`config.mk`:
```
export PLATFORM = sky130hd
export DESIGN_NAME = weighted_round_robin_class_queue_flat
export DESIGN_NICKNAME = d
export VERILOG_FILES = /design/src/rtl/core/wrrcq_pkg.sv /design/src/rtl/core/wrrcq_if.sv /design/src/rtl/core/weighted_round_robin_class_queue.sv /design/src/rtl/core/wrrcq_ram.sv /design/src/flat_wrapper.sv
export SDC_FILE = /design/constraint.sdc
export NUM_CORES = 2
export LEC_CHECK = 0
export BUFFER_PORTS_ARGS = -buffer_cell sky130_fd_sc_hd__buf_2
export CAP_MARGIN = 20
export CORE_UTILIZATION = 45
export CTS_BUF_LIST = sky130_fd_sc_hd__clkbuf_8
export CTS_CLUSTER_SIZE = 30
export DETAILED_ROUTE_END_ITERATION = 12
export PLACE_DENSITY = 0.66
export REMOVE_ABC_BUFFERS = 1
export SETUP_SLACK_MARGIN = 0.1
export SLEW_MARGIN = 10
export SYNTH_ARGS = -nofsm -noshare
export SYNTH_HDL_FRONTEND = slang
export SYNTH_SLANG_ARGS = --single-unit
```
`constraint.sdc`:
```
create_clock -name clk -period 5.2 [get_ports clk]
set_clock_uncertainty 0.15 [all_clocks]
set_input_delay 0.52 -clock clk [delete_from_list [all_inputs] [get_ports clk]]
set_output_delay 0.52 -clock clk [all_outputs]
set_load 0.05 [all_outputs]
```
`src/rtl/core/wrrcq_pkg.sv`:
```
// Shared types, codes and default sizes for the weighted round-robin class queue.
// No dependencies; every other file of the block but wrrcq_ram uses it through scoped names.
`default_nettype none

package wrrcq_pkg;

    // Default sizes
    localparam int NUM_CLASSES_DEF = 4;
    localparam int FIFO_DEPTH_DEF  = 16;
    localparam int DATA_WIDTH_DEF  = 16;

    // Fixed field widths of the channels
    localparam int KIND_W   = 2;
    localparam int VALUE_W  = 16;
    localparam int CLASS_W  = 2;
    localparam int STATUS_W = 2;

    // Configuration port
    localparam int WEIGHT_REGS = 4;
    localparam int WEIGHT_W    = 8;
    localparam int PADDR_W     = 4;
    localparam int PDATA_W     = 32;
    localparam logic [WEIGHT_W-1:0] WEIGHT_RESET = 8'd1;

    // Operation codes
    localparam logic [KIND_W-1:0] KIND_PUSH = 2'd0;
    localparam logic [KIND_W-1:0] KIND_POP  = 2'd1;
    localparam logic [KIND_W-1:0] KIND_PEEK = 2'd2;

    // Result status codes
    localparam logic [STATUS_W-1:0] STATUS_OK    = 2'd0;
    localparam logic [STATUS_W-1:0] STATUS_EMPTY = 2'd1;
    localparam logic [STATUS_W-1:0] STATUS_FULL  = 2'd2;

    typedef enum logic [2:0] {
        ST_IDLE,
        ST_DECODE,
        ST_SCAN,
        ST_READ,
        ST_DONE
    } wrrcq_state_t;

endpackage

`default_nettype wire

```
`src/rtl/core/wrrcq_if.sv`:
```
// Valid/ready channel interfaces for request and result items of the class queue.
// Depends on wrrcq_pkg for the field widths.
`default_nettype none

interface wrrcq_req_if;
    logic                           valid;
    logic                           ready;
    logic [wrrcq_pkg::KIND_W-1:0]   kind;
    logic [wrrcq_pkg::VALUE_W-1:0]  push_value;
    logic [wrrcq_pkg::CLASS_W-1:0]  class_index;

    modport source (output valid, kind, push_value, class_index, input ready);
    modport sink   (input valid, kind, push_value, class_index, output ready);
endinterface

interface wrrcq_rsp_if;
    logic                            valid;
    logic                            ready;
    logic [wrrcq_pkg::VALUE_W-1:0]   out_value;
    logic [wrrcq_pkg::CLASS_W-1:0]   served_class;
    logic [wrrcq_pkg::STATUS_W-1:0]  status;

    modport source (output valid, out_value, served_class, status, input ready);
    modport sink   (input valid, out_value, served_class, status, output ready);
endinterface

`default_nettype wire

```
`src/rtl/core/weighted_round_robin_class_queue.sv`:
```
// Weighted round-robin class queue: one FIFO per class in a shared RAM, served by weight.
// Depends on wrrcq_pkg, wrrcq_if (channel interfaces) and wrrcq_ram.
//
// Usage:
//   req (sink) takes one item: kind push/pop/peek, push_value, class_index.
//   rsp (source) returns exactly one item per request: out_value, served_class, status.
//   APB port writes weight_class0..3 at byte addresses 0, 4, 8, 12 (pready always high).
//   Write weights only while no request is in flight.
// Timing:
//   A request is taken only in the idle state; req.ready drops for the whole operation.
//   Push: decode writes the RAM (unless full) and the result register; done then loads the output register.
//   Pop/peek: a sequencer checks one class per cycle against its count and remaining
//   credit (one compare unit on the selected class), then reads the FIFO RAM, whose
//   read data is registered. Between 0 and NUM_CLASSES classes can be skipped before
//   the read; an all-empty request skips the scan and read states.
// Stall: the result waits in the output register; the next request is accepted while
//   it waits, but its own result holds until the register frees up.
// Reset: all FIFOs empty, class 0 current with no credit used, all weights 1.
`default_nettype none

module weighted_round_robin_class_queue #(
    parameter int NUM_CLASSES = wrrcq_pkg::NUM_CLASSES_DEF,
    parameter int FIFO_DEPTH  = wrrcq_pkg::FIFO_DEPTH_DEF,
    parameter int DATA_WIDTH  = wrrcq_pkg::DATA_WIDTH_DEF
) (
    input  wire logic                            clk,
    input  wire logic                            rst_n,
    wrrcq_req_if.sink                            req,
    wrrcq_rsp_if.source                          rsp,
    input  wire logic                            psel,
    input  wire logic                            penable,
    input  wire logic                            pwrite,
    input  wire logic [wrrcq_pkg::PADDR_W-1:0]   paddr,
    input  wire logic [wrrcq_pkg::PDATA_W-1:0]   pwdata,
    output logic      [wrrcq_pkg::PDATA_W-1:0]   prdata,
    output logic                                 pready
);

    localparam int CW        = $clog2(NUM_CLASSES);
    localparam int PW        = $clog2(FIFO_DEPTH);
    localparam int CNTW      = $clog2(FIFO_DEPTH + 1);
    localparam int SUMW      = PW + 1;
    localparam int AW        = CW + PW;
    localparam int RAM_DEPTH = NUM_CLASSES * (1 << PW);
    localparam int KW        = (DATA_WIDTH < wrrcq_pkg::VALUE_W) ? DATA_WIDTH
                                                                 : wrrcq_pkg::VALUE_W;
    localparam int NREG      = (NUM_CLASSES < wrrcq_pkg::WEIGHT_REGS) ? NUM_CLASSES
                                                                      : wrrcq_pkg::WEIGHT_REGS;
    localparam int WIW       = $clog2(NREG);
    localparam int WW        = wrrcq_pkg::WEIGHT_W;
    localparam int VW        = wrrcq_pkg::VALUE_W;

    wrrcq_pkg::wrrcq_state_t state_reg, state_next;

    logic [wrrcq_pkg::KIND_W-1:0]  kind_reg;
    logic [VW-1:0]                 val_reg;
    logic [wrrcq_pkg::CLASS_W-1:0] cls_reg;

    logic [CW-1:0]   cur_reg, cur_next;
    logic [WW-1:0]   served_reg, served_next;
    logic [PW-1:0]   head_reg   [NUM_CLASSES];
    logic [PW-1:0]   head_next  [NUM_CLASSES];
    logic [CNTW-1:0] count_reg  [NUM_CLASSES];
    logic [CNTW-1:0] count_next [NUM_CLASSES];
    logic [WW-1:0]   weight_reg  [NREG];
    logic [WW-1:0]   weight_next [NREG];

    logic [VW-1:0]                  res_value_reg, res_value_next;
    logic [wrrcq_pkg::CLASS_W-1:0]  res_class_reg, res_class_next;
    logic [wrrcq_pkg::STATUS_W-1:0] res_status_reg, res_status_next;

    logic                           out_valid_reg, out_valid_next;
    logic [VW-1:0]                  out_value_reg, out_value_next;
    logic [wrrcq_pkg::CLASS_W-1:0]  out_class_reg, out_class_next;
    logic [wrrcq_pkg::STATUS_W-1:0] out_status_reg, out_status_next;

    logic                   req_accept;
    logic [CW-1:0]          sel_cls;
    logic [PW-1:0]          sel_head;
    logic [CNTW-1:0]        sel_count;
    logic [SUMW-1:0]        pos_sum;
    logic [PW-1:0]          pos;
    logic [NUM_CLASSES-1:0] nonempty;
    logic                   any_nonempty;
    logic                   cls_ok;
    logic [WW-1:0]          cur_weight;
    logic [CW-1:0]          cur_inc;
    logic [WW-1:0]          served_inc;

    logic                  ram_we;
    logic [AW-1:0]         ram_waddr;
    logic [DATA_WIDTH-1:0] ram_wdata;
    logic                  ram_re;
    logic [AW-1:0]         ram_raddr;
    logic [DATA_WIDTH-1:0] ram_rdata;

    logic                         cfg_write;
    logic [1:0]                   cfg_index;

    function automatic logic [WW-1:0] eff_weight(input logic [WW-1:0] w);
        return (w == '0) ? WW'(1) : w;
    endfunction

    wrrcq_ram #(
        .WIDTH (DATA_WIDTH),
        .DEPTH (RAM_DEPTH)
    ) u_fifo_ram (
        .clk   (clk),
        .we    (ram_we),
        .waddr (ram_waddr),
        .wdata (ram_wdata),
        .re    (ram_re),
        .raddr (ram_raddr),
        .rdata (ram_rdata)
    );

    assign req.ready  = (state_reg == wrrcq_pkg::ST_IDLE);
    assign req_accept = req.valid && req.ready;

    assign rsp.valid        = out_valid_reg;
    assign rsp.out_value    = out_value_reg;
    assign rsp.served_class = out_class_reg;
    assign rsp.status       = out_status_reg;

    // APB: register index sits in paddr[3:2]
    assign pready    = 1'b1;
    assign cfg_write = psel && penable && pwrite;
    assign cfg_index = paddr[3:2];

    always_comb
    begin
        prdata = '0;
        if (int'(cfg_index) < NREG)
        begin
            prdata = wrrcq_pkg::PDATA_W'(weight_reg[cfg_index[WIW-1:0]]);
        end
    end

    // Shared class lookup: push target while decoding, current class otherwise
    assign sel_cls   = (state_reg == wrrcq_pkg::ST_DECODE) ? CW'(cls_reg) : cur_reg;
    assign sel_head  = head_reg[sel_cls];
    assign sel_count = count_reg[sel_cls];
    assign cls_ok    = int'(cls_reg) < NUM_CLASSES;

    assign pos_sum = SUMW'(sel_head) + SUMW'(sel_count);
    assign pos     = (pos_sum >= SUMW'(FIFO_DEPTH)) ? PW'(pos_sum - SUMW'(FIFO_DEPTH))
                                                    : PW'(pos_sum);

    always_comb
    begin
        for (int c = 0; c < NUM_CLASSES; c++)
        begin
            nonempty[c] = (count_reg[c] != '0);
        end
    end
    assign any_nonempty = |nonempty;

    always_comb
    begin
        cur_weight = WW'(1);
        if (int'(cur_reg) < NREG)
        begin
            cur_weight = eff_weight(weight_reg[cur_reg[WIW-1:0]]);
        end
    end

    assign cur_inc    = (int'(cur_reg) == NUM_CLASSES - 1) ? '0 : cur_reg + CW'(1);
    assign served_inc = served_reg + WW'(1);

    always_comb
    begin
        state_next      = state_reg;
        cur_next        = cur_reg;
        served_next     = served_reg;
        head_next       = head_reg;
        count_next      = count_reg;
        weight_next     = weight_reg;
        res_value_next  = res_value_reg;
        res_class_next  = res_class_reg;
        res_status_next = res_status_reg;
        out_value_next  = out_value_reg;
        out_class_next  = out_class_reg;
        out_status_next = out_status_reg;
        out_valid_next  = out_valid_reg && !rsp.ready;
        ram_we          = 1'b0;
        ram_waddr       = {sel_cls, pos};
        ram_wdata       = DATA_WIDTH'(val_reg[KW-1:0]);
        ram_re          = 1'b0;
        ram_raddr       = {cur_reg, sel_head};

        if (cfg_write && (int'(cfg_index) < NREG))
        begin
            weight_next[cfg_index[WIW-1:0]] = pwdata[WW-1:0];
        end

        unique case (state_reg)
            wrrcq_pkg::ST_IDLE:
            begin
                if (req_accept)
                begin
                    state_next = wrrcq_pkg::ST_DECODE;
                end
            end

            wrrcq_pkg::ST_DECODE:
            begin
                res_value_next  = '0;
                res_class_next  = '0;
                res_status_next = wrrcq_pkg::STATUS_OK;
                state_next      = wrrcq_pkg::ST_DONE;
                priority if (kind_reg == wrrcq_pkg::KIND_PUSH)
                begin
                    if (!cls_ok || (sel_count == CNTW'(FIFO_DEPTH)))
                    begin
                        res_status_next = wrrcq_pkg::STATUS_FULL;
                    end
                    else
                    begin
                        ram_we              = 1'b1;
                        count_next[sel_cls] = sel_count + CNTW'(1);
                    end
                end
                else if ((kind_reg == wrrcq_pkg::KIND_POP) ||
                         (kind_reg == wrrcq_pkg::KIND_PEEK))
                begin
                    if (!any_nonempty)
                    begin
                        res_status_next = wrrcq_pkg::STATUS_EMPTY;
                    end
                    else
                    begin
                        state_next = wrrcq_pkg::ST_SCAN;
                    end
                end
                else
                begin
                    // unused kind: result of all zeros
                    state_next = wrrcq_pkg::ST_DONE;
                end
            end

            wrrcq_pkg::ST_SCAN:
            begin
                // serve the current class if it has items and credit, else advance
                if ((sel_count != '0) && (served_reg < cur_weight))
                begin
                    ram_re     = 1'b1;
                    state_next = wrrcq_pkg::ST_READ;
                end
                else
                begin
                    cur_next    = cur_inc;
                    served_next = '0;
                end
            end

            wrrcq_pkg::ST_READ:
            begin
                res_value_next  = VW'(ram_rdata[KW-1:0]);
                res_class_next  = wrrcq_pkg::CLASS_W'(cur_reg);
                res_status_next = wrrcq_pkg::STATUS_OK;
                state_next      = wrrcq_pkg::ST_DONE;
                if (kind_reg == wrrcq_pkg::KIND_POP)
                begin
                    head_next[cur_reg]  = (sel_head == PW'(FIFO_DEPTH - 1)) ? '0
                                                                            : sel_head + PW'(1);
                    count_next[cur_reg] = sel_count - CNTW'(1);
                    if (served_inc >= cur_weight)
                    begin
                        cur_next    = cur_inc;
                        served_next = '0;
                    end
                    else
                    begin
                        served_next = served_inc;
                    end
                end
            end

            wrrcq_pkg::ST_DONE:
            begin
                // hold until the output register is free
                if (!out_valid_reg || rsp.ready)
                begin
                    out_valid_next  = 1'b1;
                    out_value_next  = res_value_reg;
                    out_class_next  = res_class_reg;
                    out_status_next = res_status_reg;
                    state_next      = wrrcq_pkg::ST_IDLE;
                end
            end

            default:
            begin
                state_next = wrrcq_pkg::ST_IDLE;
            end
        endcase
    end

    always_ff @(posedge clk or negedge rst_n)
    begin
        if (!rst_n)
        begin
            state_reg     <= wrrcq_pkg::ST_IDLE;
            cur_reg       <= '0;
            served_reg    <= '0;
            out_valid_reg <= 1'b0;
            for (int c = 0; c < NUM_CLASSES; c++)
            begin
                head_reg[c]  <= '0;
                count_reg[c] <= '0;
            end
            for (int r = 0; r < NREG; r++)
            begin
                weight_reg[r] <= wrrcq_pkg::WEIGHT_RESET;
            end
        end
        else
        begin
            state_reg     <= state_next;
            cur_reg       <= cur_next;
            served_reg    <= served_next;
            out_valid_reg <= out_valid_next;
            head_reg      <= head_next;
            count_reg     <= count_next;
            weight_reg    <= weight_next;
        end
    end

    always_ff @(posedge clk)
    begin
        if (req_accept)
        begin
            kind_reg <= req.kind;
            val_reg  <= req.push_value;
            cls_reg  <= req.class_index;
        end
        res_value_reg  <= res_value_next;
        res_class_reg  <= res_class_next;
        res_status_reg <= res_status_next;
        out_value_reg  <= out_value_next;
        out_class_reg  <= out_class_next;
        out_status_reg <= out_status_next;
    end

endmodule

`default_nettype wire

```
`src/rtl/core/wrrcq_ram.sv`:
```
// Generic single-write, single-read RAM with registered read data.
// No dependencies.
`default_nettype none

module wrrcq_ram #(
    parameter int WIDTH = 16,
    parameter int DEPTH = 64
) (
    input  wire logic                     clk,
    input  wire logic                     we,
    input  wire logic [$clog2(DEPTH)-1:0] waddr,
    input  wire logic [WIDTH-1:0]         wdata,
    input  wire logic                     re,
    input  wire logic [$clog2(DEPTH)-1:0] raddr,
    output logic      [WIDTH-1:0]         rdata
);

    logic [WIDTH-1:0] mem [DEPTH];

    always_ff @(posedge clk)
    begin
        if (we)
        begin
            mem[waddr] <= wdata;
        end
        if (re)
        begin
            rdata <= mem[raddr];
        end
    end

endmodule

`default_nettype wire

```
`src/flat_wrapper.sv`:
```
// flat-port wrapper written by rule: the top's interface ports become plain ports
module weighted_round_robin_class_queue_flat 
#(
    parameter int NUM_CLASSES = wrrcq_pkg::NUM_CLASSES_DEF,
    parameter int FIFO_DEPTH  = wrrcq_pkg::FIFO_DEPTH_DEF,
    parameter int DATA_WIDTH  = wrrcq_pkg::DATA_WIDTH_DEF
)
  (clk, rst_n, psel, penable, pwrite, paddr, pwdata, prdata, pready, req_valid, req_kind, req_push_value, req_class_index, req_ready, rsp_valid, rsp_out_value, rsp_served_class, rsp_status, rsp_ready);
  wrrcq_req_if req_i ();
  wrrcq_rsp_if rsp_i ();
  input  wire logic clk;
  input  wire logic rst_n;
  input  wire logic psel;
  input  wire logic penable;
  input  wire logic pwrite;
  input  wire logic [wrrcq_pkg::PADDR_W-1:0] paddr;
  input  wire logic [wrrcq_pkg::PDATA_W-1:0] pwdata;
  output logic      [wrrcq_pkg::PDATA_W-1:0] prdata;
  output logic pready;
  input wire logic [$bits(req_i.valid)-1:0] req_valid;
  input wire logic [$bits(req_i.kind)-1:0] req_kind;
  input wire logic [$bits(req_i.push_value)-1:0] req_push_value;
  input wire logic [$bits(req_i.class_index)-1:0] req_class_index;
  output wire logic [$bits(req_i.ready)-1:0] req_ready;
  output wire logic [$bits(rsp_i.valid)-1:0] rsp_valid;
  output wire logic [$bits(rsp_i.out_value)-1:0] rsp_out_value;
  output wire logic [$bits(rsp_i.served_class)-1:0] rsp_served_class;
  output wire logic [$bits(rsp_i.status)-1:0] rsp_status;
  input wire logic [$bits(rsp_i.ready)-1:0] rsp_ready;
  assign req_i.valid = req_valid;
  assign req_i.kind = req_kind;
  assign req_i.push_value = req_push_value;
  assign req_i.class_index = req_class_index;
  assign req_ready = req_i.ready;
  assign rsp_valid = rsp_i.valid;
  assign rsp_out_value = rsp_i.out_value;
  assign rsp_served_class = rsp_i.served_class;
  assign rsp_status = rsp_i.status;
  assign rsp_i.ready = rsp_ready;
  weighted_round_robin_class_queue #(.NUM_CLASSES(NUM_CLASSES), .FIFO_DEPTH(FIFO_DEPTH), .DATA_WIDTH(DATA_WIDTH)) u_core (.clk(clk), .rst_n(rst_n), .req(req_i), .rsp(rsp_i), .psel(psel), .penable(penable), .pwrite(pwrite), .paddr(paddr), .pwdata(pwdata), .prdata(prdata), .pready(pready));
endmodule
```
; Yosys cells after proc, flatten, opt, wreduce, memory -nomap -nowiden
; Memory sizes are Yosys's and may differ from the RTL's. A register that Yosys moved wholly into a read port is not among the register bits.
; Cells that the tools add are included.
[classes]
add_sub_neg = 7
muxes = 64
n_lt_le_gt_ge = 9
eq_ne = 17
n_reduce_logical = 29
bitwise_logic = 3
[ops]
columns = op, count
row1 = $mux W8, 9
row2 = $mux W20, 3
row3 = $bwmux W20, 2
row4 = $pmux W20 S2, 1
row5 = $bmux W8 S2, 2
row6 = $bwmux W32, 1
row7 = $pmux W16 S2, 1
row8 = $reduce_bool A5 Y1, 5
row9 = $demux W5 S2, 2
row10 = $mux W4, 5
row11 = $mux W5, 4
row12 = $mux W3, 6
row13 = $bwmux W16, 1
row14 = $demux W8 S2, 1
row15 = $mux W2, 8
row16 = $pmux W8 S2, 1
row17 = $pmux W3 S5, 1
row18 = $pmux W2 S2, 3
row19 = $bmux W5 S2, 1
row20 = $mux W1, 10
row21 = $ge A3 B3 Y1 const B, 3
row22 = $lt A3 B1 Y1 const B, 3
row23 = $not A2 Y3, 3
row24 = $add A8 B1 Y8 const B, 1
row25 = 31 further kinds, 52
[word_totals]
out_inout_bits = 55
mem_count = 1
input_bits = 63
register_bits = 142
ram_bits = 1024
wordCells = 155
[memory_table]
columns = memory, words, width, rd, rd_clocked_by_memory_dff, wr, line_no
row1 = u_core.u_fifo_ram.mem, 64, 16, 1, 1, 1, wrrcq_ram.sv:18  ; logic [WIDTH-1:0] mem [DEPTH];

; Depth between registers and ports, before layout
[depth]
depth_word = 12
ltp_mapped = 18

; Modules after synthesis
; A second synthesis with hierarchy kept.
[unflattened]
hier_cells = 2436
hier_area_um2 = 47669.5
[by_module_without_submodules]
columns = module, area_per_inst_um2, instances, cells_each, seq_area_each_um2
row1 = wrrcq_ram, 40202.3, 1, 1829, 31230.0
row2 = weighted_round_robin_class_queue, 7467.2, 1, 607, 3858.7

; Least setup slack after synthesis
; Ideal clock, no wire load.
[synth_path]
path_kind = reg-to-reg
startpoint = register u_core.state_reg[1]
endpoint = memory u_core.u_fifo_ram.mem[0][0] (enable)
required_time_ns = 4.662
path_buffers = 6
arrival_time_ns = 4.092
stages_incl_launch_ff = 19
slack_ns = 0.569
path_cell_list = dfrtp_1 or3b_1 buf_6 a21oi_4 o211ai_2 and2_1 buf_2 inv_2 buf_6 buf_6 buf_6 buf_2 ha_1 a21o_1 a21oi_1 xnor2_1 xnor2_1 nand3_1 nor2_1
[synth_via]
elab_chain_len = 12
elab_cells_between_ends = 19
classes_between = 2 x add/sub / 1 x order compare / 2 x eq/ne / 13 x mux / 1 x bitwise
[synth_rtl]
columns = element, line_no
row1 = from (decl), weighted_round_robin_class_queue.sv:53  ; wrrcq_pkg::wrrcq_state_t state_reg, state_next;
row2 = from (signal assigned), weighted_round_robin_class_queue.sv:304  ; state_reg <= wrrcq_pkg::ST_IDLE;
row3 = from (signal assigned), weighted_round_robin_class_queue.sv:320  ; state_reg <= state_next;
row4 = $eq A3 B1 Y1 *, "weighted_round_robin_class_queue.sv:140, weighted_round_robin_class_queue.sv:196"
row5 = branches (longest 11 deep; another with $add A4 B5 Y5), -
row6 = to (decl), wrrcq_ram.sv:18
; Mark *: on every way between the ends. The select of a mux whose other input is x is not followed.

; Worst setup path in the final report
[layout_path]
startpoint = register u_core.state_reg[2]
endpoint = memory u_core.u_fifo_ram.mem[8][10] (enable)
; The elaborated chain is that of the path after synthesis.

==> run metrics <==
Synth Area in Compound Gates 6.73%; I/O Pins 118; Synth Warn # 0; total CTS buffers 185; Arr. time, crit path 5.27 ns; Worst-path clk slew 0.06 ns; total track usage 22.7%; Initial DRT Pass Iterations 7; max FFs per register 1024; GPL Wtd Cong 0.873; startpoint class of the critical path flip-flop; main combinational cell family by area after synthesis simple AND/OR/NAND/NOR gates; clk_lat worst skew 0.85 ns; Worst setup EP type flip-flop; CTS root buf clkbuf_8; most common library cell in the layout ignoring fill and taps edfxtp_1; post-synthesis xor/xnor area fraction 0.344%; Die X-Extent 330 µm; Fmax 0.203 GHz; number of synthesized flops with an enable pin 1100; endpoints failing hold 0; total power 34.2 mW; worst-path maximum fanout 11; FP Rows 119; Port Buffers 66; Top Family by Delay on Critical Path simple AND/OR/NAND/NOR gates; Top FF cell, synth edfxtp_1; Die H 330 µm; proportion of synthesized area in mux cells 5.60%; post-DP HPWL 70400 µm; Distinct cells, synth 76; slowest stage delay, CP 0.65 ns; Antenna Nets Post-Route 0; RSZ-0062 raised after global routing false; htree depth 4; fillers 8675; Final Max Slew Viols 0; Iter 0 DRT Violations 3393; status completed; crit path buf inv count 2; relative slew slack 23.2%; sw frac 42.3%; largest net degree at the start of global routing 118; Psw 14.4 mW; Worst path slowest cell or3b_1; sequential share of the synthesized area 72.6%; Final Util 51.5%; Synth Area in Simple Gates 11.3%; register bit total from synthesis 1182; IR drop worst, VDD 723 µV; Syn-to-layout area delta 12.8%; DIE AREA 109000 µm²; layout cells sized above 1 15.2%; Leak 19.0 nW; # setup viols final 0; nets 3761; DRC viols 0; placed cells 4825; Tightest Pin Transition 1.15 ns; cell chain of the critical path or3b_1 > mux2i_4 > buf_4 > mux2_2 > o21a_1 > ha_1 > fa_1 > xor2_1 > nor2_1 > nand2_1 > nor2_1 > buf_4; vias in the first global route 28500; DR WL/cell 23.9 µm; Mapped Avg Cell Area 14.2 µm²; first-pass GRT wire length 182000 µm; dpl ws -0.123 ns; ys async rst share 6.94%; minimum clock period after layout 4.92 ns; post-synthesis adder-cell area fraction 0.818%; Final period util 94.6%; Worst EP required 5.55 ns; WS Path Type flip-flop to flip-flop; Clock power frac 20.6%; Max-Cap Viols 0; via count 29800; Finished Layout Cells 5197; Power Density 627 nW/µm²; Initial Util 45.7%; CTS tree yes; FF/Latch Area 35100 µm²; combinational share of power 44.9%; initial antenna violation count 2; setup ws final 0.282 ns; total core area 106000 µm²; Clock Tree Buf Depth 3; via/cell ratio 5.74; drt total wl 124000 µm; CTS sink cnt 1182; Hold Crit Class primary input to flip-flop; commonest non-fill, non-tap cells in the layout 1100 x edfxtp_1, 709 x nand2_1, 282 x nand3_1, 191 x clkbuf_8, 173 x buf_4; multi-input logic area 12100 µm²; cell count after synthesis 3407; grt ovf 0; Reg power frac 34.5%; mapped cell area 48300 µm²; Int Pwr 19.7 mW
## cell usage after synthesis (7+ instances only)
cell / count / area, µm²
a31oi_1: 89 / 557
and3_1: 88 / 551
o221ai_1: 26 / 228
a211oi_1: 68 / 510
a22o_1: 24 / 210
buf_2: 66 / 330
dfrtp_1: 78 / 1950
nor2_1: 96 / 360
buf_4: 50 / 375
nor3_1: 13 / 65.1
edfxtp_1: 1100 / 33000
a32oi_1: 20 / 175
clkbuf_1: 89 / 334
mux4_2: 20 / 450
xor2_1: 7 / 61.3
a311oi_1: 31 / 272
inv_1: 16 / 60.1
buf_6: 9 / 101
ha_1: 30 / 375
o21ai_0: 32 / 160
a22oi_1: 15 / 113
nand2b_1: 8 / 50.1
o2111ai_1: 39 / 342
nand3_1: 283 / 1420
mux2i_1: 163 / 1630
o22ai_1: 16 / 100
a21oi_1: 38 / 190
xnor2_1: 12 / 105
nand2_1: 710 / 2670
mux2_2: 51 / 574
nand4_1: 9 / 56.3
buf_1: 19 / 71.3
## cell families (layout without fill, tap and decap cells)
| kind of cell | after synthesis | count (layout) |
|---|---|---|
| simple gates | 1242 | 1242 |
| flops | 1182 | 1182 |
| compound gates | 442 | 442 |
| buf+inv | 252 | 627 |
| mux | 237 | 237 |
| fa+ha+maj | 31 | 31 |
| xor+xnor | 19 | 19 |
| other cells | 2 | 26 |
## power groups by stage
| stage | logic [mW] | registers (mW) | clock network (mW) |
|---|---|---|---|
| 6_report | 15.4 | 11.8 | 7.04 |
| 5_1_grt | 16.4 | 11.8 | 7.55 |
| 4_1_cts | 15.1 | 11.8 | 7.15 |
| 3_5_place_dp | 15.1 | 12.0 | 0 |
| 3_3_place_gp | 14.9 | 11.9 | 0 |
| 2_1_floorplan | 8.09 | 12.3 | 0 |
## worst paths after layout
kind                       slack, ns                      from                           end  depth (start not counted)
min in group asynchronous       0.53                     rst_n           u_core.state_reg[0]                          3
max in group asynchronous       3.70                     rst_n         u_core.weight_reg[16]                          4
min                             0.13                   penable         u_core.weight_reg[30]                          4
max                             0.28       u_core.state_reg[2]  u_core.u_fifo_ram.mem[8][10]                         12
max reg2reg                     0.28       u_core.state_reg[2]  u_core.u_fifo_ram.mem[8][10]                         12
min reg2reg                     0.27  u_core.res_value_reg[15]      u_core.rsp.out_value[15]                          0
## worst min-delay path: stages
cell and delay, ns:
buf_2 0.10, nand3_1 0.11, nor3_1 0.11, mux2_2 0.23
## timing repair
item,4_1_cts,5_1_grt
buffers inserted,0,12
hold buffers,31,1
pin swaps,0,2
setup endpoints to repair,1022,1024
cloned,0,0
gates resized for setup,0,7
endpoints found under the hold margin,133,14
## per-stage QoR
step           cell area, µm²  hold WS (ns)  TNS (ns)
2_1_floorplan           47200        0.0744         -
3_5_place_dp            50800         0.255    -33.31
3_3_place_gp            50800         0.254    -34.72
5_1_grt                 54600         0.103         0
4_1_cts                 54400        0.0487    -55.74
6_report                54600         0.135         0
## layout make-up
cell class,instances,area share (%)
Antenna cell,1,0.00459
Clock inverter,134,1.17
Sequential cell,1182,64.3
Multi-Input combinational cell,1996,22.2
Clock buffer,191,4.82
Timing Repair Buffer,283,4.07
Tap cell,1391,3.19
Inverter,19,0.179
## metal layers
layer | GRT usage, % | up-vias | part of all wire [%]
li1 | - | 13400 | -
met1 | 31.8 | 14800 | 42
met2 | 35.0 | 1360 | 46
met3 | 4.89 | 200 | 9.3
met4 | 8.43 | 0 | 3.0
met5 | 0 | - | 0
Power figures use the tool's default switching activity.
